### src/hdl/sat_pkg.sv
// shared types and constants of the summed-area table query block
`default_nettype none

package sat_pkg;

  // field widths
  localparam int ELEM_W  = 16;
  localparam int SUM_W   = 28;
  localparam int RSUM_W  = 22;
  localparam int IDX_W   = 6;
  localparam int CNT_W   = 7;
  localparam int STAT_W  = 2;
  localparam int CFG_IDX_W = 2;

  // table geometry, one row of the store per matrix row
  localparam int MAX_ROWS = 64;
  localparam int MAX_COLS = 64;
  localparam int ADDR_W   = 2 * IDX_W;
  localparam int DEPTH    = MAX_ROWS * MAX_COLS;

  // packed channel widths
  localparam int IN_DATA_W  = 40;
  localparam int OUT_DATA_W = 32;

  // result status codes
  localparam logic [STAT_W-1:0] ST_OK         = 2'd0;
  localparam logic [STAT_W-1:0] ST_NOT_READY  = 2'd1;
  localparam logic [STAT_W-1:0] ST_BAD_CORNER = 2'd2;

  // register indexes
  localparam logic [CFG_IDX_W-1:0] CFG_ROW_COUNT = 2'd0;
  localparam logic [CFG_IDX_W-1:0] CFG_COL_COUNT = 2'd1;

  // request kinds
  localparam logic REQ_LOAD  = 1'b0;
  localparam logic REQ_QUERY = 1'b1;

  // table read address source
  typedef enum logic [2:0] {
    RD_ABOVE = 3'd0,
    RD_Q0    = 3'd1,
    RD_Q1    = 3'd2,
    RD_Q2    = 3'd3,
    RD_Q3    = 3'd4
  } rd_sel_t;

  // accumulator operation on the read data arriving this cycle
  typedef enum logic [1:0] {
    ACC_HOLD = 2'd0,
    ACC_T0   = 2'd1,
    ACC_T1   = 2'd2,
    ACC_T2   = 2'd3
  } acc_op_t;

  // controller to datapath commands
  typedef struct packed {
    logic    accept;
    logic    is_query;
    logic    ld_write;
    rd_sel_t rd_sel;
    acc_op_t acc_op;
    logic    out_load;
  } cmd_t;

  // datapath to controller status
  typedef struct packed {
    logic out_free;
  } stat_t;

endpackage : sat_pkg

`default_nettype wire

### src/hdl/sat_ctrl.sv
// sequencing state machine for loads and rectangle queries
`default_nettype none

module sat_ctrl (
  input  wire logic          clk,
  input  wire logic          rst_n,
  input  wire logic          in_tvalid,
  input  wire logic          in_tuser,
  output logic               in_tready,
  input  wire sat_pkg::stat_t dp_stat,
  output sat_pkg::cmd_t      cmd
);

  typedef enum logic [5:0] {
    S_IDLE  = 6'b000001,
    S_LD_WR = 6'b000010,
    S_Q1    = 6'b000100,
    S_Q2    = 6'b001000,
    S_Q3    = 6'b010000,
    S_QFIN  = 6'b100000
  } state_t;

  state_t state_r;
  state_t state_nxt;
  logic   accept;

  assign in_tready = (state_r == S_IDLE);
  assign accept    = in_tvalid && in_tready;

  // next state and commands
  always_comb begin
    state_nxt    = state_r;
    cmd.accept   = 1'b0;
    cmd.is_query = (in_tuser == sat_pkg::REQ_QUERY);
    cmd.ld_write = 1'b0;
    cmd.rd_sel   = sat_pkg::RD_ABOVE;
    cmd.acc_op   = sat_pkg::ACC_HOLD;
    cmd.out_load = 1'b0;
    unique case (state_r)
      S_IDLE: begin
        cmd.accept = accept;
        cmd.rd_sel = (in_tuser == sat_pkg::REQ_QUERY) ? sat_pkg::RD_Q0 : sat_pkg::RD_ABOVE;
        if (accept) begin
          state_nxt = (in_tuser == sat_pkg::REQ_QUERY) ? S_Q1 : S_LD_WR;
        end
      end
      S_LD_WR: begin
        cmd.ld_write = 1'b1;
        state_nxt    = S_IDLE;
      end
      S_Q1: begin
        cmd.rd_sel = sat_pkg::RD_Q1;
        cmd.acc_op = sat_pkg::ACC_T0;
        state_nxt  = S_Q2;
      end
      S_Q2: begin
        cmd.rd_sel = sat_pkg::RD_Q2;
        cmd.acc_op = sat_pkg::ACC_T1;
        state_nxt  = S_Q3;
      end
      S_Q3: begin
        cmd.rd_sel = sat_pkg::RD_Q3;
        cmd.acc_op = sat_pkg::ACC_T2;
        state_nxt  = S_QFIN;
      end
      S_QFIN: begin
        // hold the last address so its data stays put while the output is busy
        cmd.rd_sel   = sat_pkg::RD_Q3;
        cmd.out_load = dp_stat.out_free;
        if (dp_stat.out_free) begin
          state_nxt = S_IDLE;
        end
      end
      default: begin
        state_nxt = S_IDLE;
      end
    endcase
  end

  // state register
  always_ff @(posedge clk) begin
    if (!rst_n) begin
      state_r <= S_IDLE;
    end else begin
      state_r <= state_nxt;
    end
  end

endmodule : sat_ctrl

`default_nettype wire

### config.mk
export PLATFORM = sky130hd
export DESIGN_NAME = sat_ctrl
export DESIGN_NICKNAME = d
export VERILOG_FILES = /design/src/hdl/sat_pkg.sv /design/src/hdl/sat_ctrl.sv
export SDC_FILE = /design/constraint.sdc
export NUM_CORES = 1
export LEC_CHECK = 0
export CORE_UTILIZATION = 25
export CTS_CLUSTER_SIZE = 25
export DETAILED_ROUTE_END_ITERATION = 7
export DONT_BUFFER_PORTS = 1
export GPL_ROUTABILITY_DRIVEN = 0
export MAX_ROUTING_LAYER = met4
export PLACE_DENSITY = 0.34
export SLEW_MARGIN = 40
export SYNTH_ARGS = -nofsm -noshare
export SYNTH_HDL_FRONTEND = slang
export SYNTH_SLANG_ARGS = --single-unit
export TNS_END_PERCENT = 100
### constraint.sdc
create_clock -name clk -period 4.5 [get_ports clk]
set_clock_uncertainty 0.2 [all_clocks]
set_input_delay 0.45 -clock clk [delete_from_list [all_inputs] [get_ports clk]]
set_output_delay 0.45 -clock clk [all_outputs]
set_load 0.01 [all_outputs]
==> flow_summary.rst <==
.. list-table::
   :header-rows: 1

   * - Metric
     - Value
   * - Worst Min Path Start
     - in_tuser
   * - Hold-fix buffers at CTS
     - 0
   * - Cells taking the most area after synthesis
     - sky130_fd_sc_hd__dfxtp_1, sky130_fd_sc_hd__and4_1, sky130_fd_sc_hd__xnor2_1, sky130_fd_sc_hd__buf_4, sky130_fd_sc_hd__inv_1
   * - Summed negative setup slack over all endpoints
     - 0 ns
   * - Sum of routed wire length over all layers
     - 860 µm
   * - First-pass iteration count of the detailed router
     - 2
   * - Max H-tree Level
     - 1
   * - Routed len/inst
     - 15.1 µm
   * - Worst Hold Path Cells
     - 1
   * - Final cell count without fillers
     - 57
   * - Total Power
     - 127 µW
   * - Number of maximum-capacitance constraint violations
     - 0
   * - Placed Instance Area
     - 364 µm²
   * - Final Hold Slack
     - 0.109 ns
   * - Number of design rule violations left after detail routing
     - 0
   * - Global-route met1 utilization
     - 14.6%
   * - Met3 demand-to-capacity share in global routing
     - 4.35%
   * - Number of cells produced by synthesis
     - 43
   * - Post-synth EDFFs
     - 0
   * - Compound-gate portion of the synthesized area
     - 9.57%
   * - Max VDD drop
     - 0.109 mV
   * - Main combinational cell family by area after synthesis
     - simple AND/OR/NAND/NOR gates
   * - Leftover overflow at the end of global routing
     - 0
   * - Post-synthesis register bit count
     - 6
   * - Max FFs per register
     - 6
   * - Critical path required time
     - 3.85 ns
   * - Layout overhead on the synthesized area
     - 1.98%
   * - Run status
     - finished, final reports clean
   * - Seq/Total Area, Yosys
     - 31.7%
   * - Setup slack of the worst register-to-register path
     - 2.64 ns
   * - Chip width
     - 40.9 µm
   * - Number of warnings issued by yosys
     - 0
   * - Biggest cell delay along the critical path
     - 0.47 ns
   * - Core region area
     - 1350 µm²
   * - Detail Placement HPWL
     - 635 µm
   * - Final hold vios
     - 0
   * - Largest area contributor in the netlist
     - sky130_fd_sc_hd__dfxtp_1
   * - Synth top area share
     - 31.7%
   * - Total number of vias
     - 310
   * - Number of CTS-inserted buffers
     - 3
   * - Gr busiest metal
     - met2
   * - Headroom to the max-slew limit
     - 60.3%
   * - Simple-gate share of the synthesized area
     - 35.6%
   * - Max Clk Rate
     - 413 MHz
   * - Layout fillers
     - 150
   * - Endpoint class of the critical path
     - output port
   * - WS Path Type
     - register to output port
   * - Clock sink count
     - 6
   * - Post-Syn Nets
     - 48
   * - GR Util All Layers
     - 12.7%
   * - Final antenna diode count
     - 0
   * - Setup repair after global routing missed its margin
     - no
   * - Leakage power total
     - 0.000151 µW
   * - Dominant cell by count in the synthesized netlist
     - sky130_fd_sc_hd__dfxtp_1
   * - Master of the slowest instance on the critical path
     - sky130_fd_sc_hd__nor3_1
   * - Maximum buffer depth of the clock tree
     - 2
   * - Number of distinct standard cells referenced by the synthesized netlist
     - 21
   * - Minimum period implied by the final worst setup slack
     - 2.42 ns
   * - Cell area after synthesis
     - 379 µm²
   * - Design area
     - 387 µm²
   * - Reg with most FFs
     - state_r
   * - Cell types with the highest counts after synthesis
     - sky130_fd_sc_hd__dfxtp_1, sky130_fd_sc_hd__inv_1, sky130_fd_sc_hd__nor2_1
   * - Standard-cell row count
     - 13
   * - Data arrival time of the worst path
     - 1.77 ns
   * - Post-detailed-route count of antenna-violating nets
     - 0
   * - Iteration-0 DRC Markers
     - 6
   * - Starting density of the core
     - 28.1%
   * - Die ar.
     - 1680 µm²
   * - Reg2Reg Capture Point
     - state_r[0]
   * - Skew-Pair Late Insertion Delay
     - 0.24 ns
   * - Boundary Pins
     - 15
   * - Largest registers
     - state_r x6
   * - Buffer type at the clock tree root
     - sky130_fd_sc_hd__clkbuf_4
   * - Min-Delay Endpoint
     - state_r[1]
   * - CTS tree
     - built
   * - Global-route met2 utilization
     - 17.6%
   * - Post-synthesis adder-cell area fraction
     - 0%
   * - Post-synthesis mux area share
     - 0%
   * - Final setup violation count
     - 0
   * - Placed cells
     - 54
   * - Worst R2R Path Depth
     - 3
   * - Nature of the critical path startpoint
     - register
   * - Port Buffer Count
     - 0
   * - Clk pin slew, worst setup/hold paths
     - 0.04 ns
   * - Maximum number of pins on one net before global-route repair
     - 10
   * - Hold crit path type
     - primary input to register
   * - Proportion of layout cells with a drive suffix above 1
     - 14.3%
   * - Crit-path max FO
     - 9
   * - Fin. max-slew vios
     - 0
   * - Top_reg_cell synth
     - sky130_fd_sc_hd__dfxtp_1
   * - Post-synthesis async set-or-reset flop share
     - 0%
   * - Wire length of the first global-routing pass
     - 1260 µm
   * - Via/cell ratio
     - 5.44
   * - Share of the synthesized netlist area taken by xor and xnor gates
     - 9.24%
   * - Cell chain of the critical path
     - nor3_1, nand3_1, inv_1, a32o_1
   * - Final Net Count
     - 49
   * - Transition time at the pin with the least slew margin
     - 0.590 ns
   * - Startpoint of the most critical register-to-register path
     - state_r[0]
   * - Final cycle utilization of the critical path
     - 53.8%
   * - Pwr dens
     - 329 nW/µm²
   * - Cts repair resizes
     - 0
   * - Initial antenna violation count
     - 0
   * - Via count of the first global-routing pass
     - 304
   * - Mapped Avg Cell Area
     - 8.82 µm²
   * - Vertical die dimension
     - 40.9 µm
   * - Buffer count from post-CTS setup fixing
     - 0
-- critical path: cells and delay by family (launching register included) --
| family | cells | cell delay, ns |
|---|---|---|
| AOI/OAI and AO/OA | 1 | 0.21 |
| buffers and inverters | 1 | 0.20 |
| and+or+nand+nor | 2 | 0.73 |
| DFF | 1 | 0.40 |
-- report_power, final --
part / switching (µW) / total, µW / internal (µW)
clock network: 17.0 / 47.0 / 30.0
registers: 3.70 / 59.3 / 55.6
logic: 12.7 / 21.0 / 8.30
-- through the flow --
stage | setup slack (ns) | util, %
CTS | 2.07 | 28.6
global placement | 2.39 | 27.0
finish | 2.08 | 28.6
detailed placement | 2.36 | 27.0
floorplan | 2.57 | -
global route | 1.94 | 28.6
-- cell usage in the layout, fill, tap and decap left out --
cell type and n:
sky130_fd_sc_hd__and4_1 3, sky130_fd_sc_hd__dfxtp_1 6, sky130_fd_sc_hd__xnor2_1 3, sky130_fd_sc_hd__clkbuf_4 3, sky130_fd_sc_hd__nor3_1 3, sky130_fd_sc_hd__nor4_1 2, sky130_fd_sc_hd__nand4b_1 1, sky130_fd_sc_hd__or4b_4 1
sky130_fd_sc_hd__a41o_2 1, sky130_fd_sc_hd__a41o_1 1, sky130_fd_sc_hd__xor2_1 1, sky130_fd_sc_hd__nand2_1 1, sky130_fd_sc_hd__nor2_1 4, sky130_fd_sc_hd__a21oi_1 1, sky130_fd_sc_hd__nand3_1 1, sky130_fd_sc_hd__a32o_1 1
sky130_fd_sc_hd__nor4b_1 2, sky130_fd_sc_hd__inv_1 5, sky130_fd_sc_hd__or3_4 1, sky130_fd_sc_hd__and3_1 1
-- cells by family after synthesis --
| group | count (synthesis) |
|---|---|
| AO/OA/AOI/OAI | 4 |
| XOR/XNOR | 4 |
| buffers and inverters | 9 |
| flip-flops | 6 |
| AND/OR/NAND/NOR | 20 |
-- how the worst max path moves through the flow --
stage / endpoint / cells after the start / startpoint
6_report: cmd[3] / 4 / state_r[3]
3_3_place_gp: cmd[3] / 4 / state_r[3]
3_5_place_dp: cmd[3] / 4 / state_r[3]
5_1_grt: cmd[3] / 4 / state_r[3]
2_1_floorplan: cmd[3] / 5 / state_r[2]
4_1_cts: cmd[3] / 4 / state_r[3]
-- per-layer routing --
layer | wire length, µm | vias up
met5 | 0 | -
met1 | 405 | 144
met4 | 0 | 0
met2 | 387 | 12
li1 | - | 154
met3 | 66 | 0
-- area by class of cell --
class,count,area (µm²),area share [%]
well taps,15,18.8,4.85
flip-flops and latches,6,120,31.1
multi-input cells,28,206,53.4
clock buffers,3,22.5,5.83
inverters,5,18.8,4.85
Power figures use the tool's default switching activity.
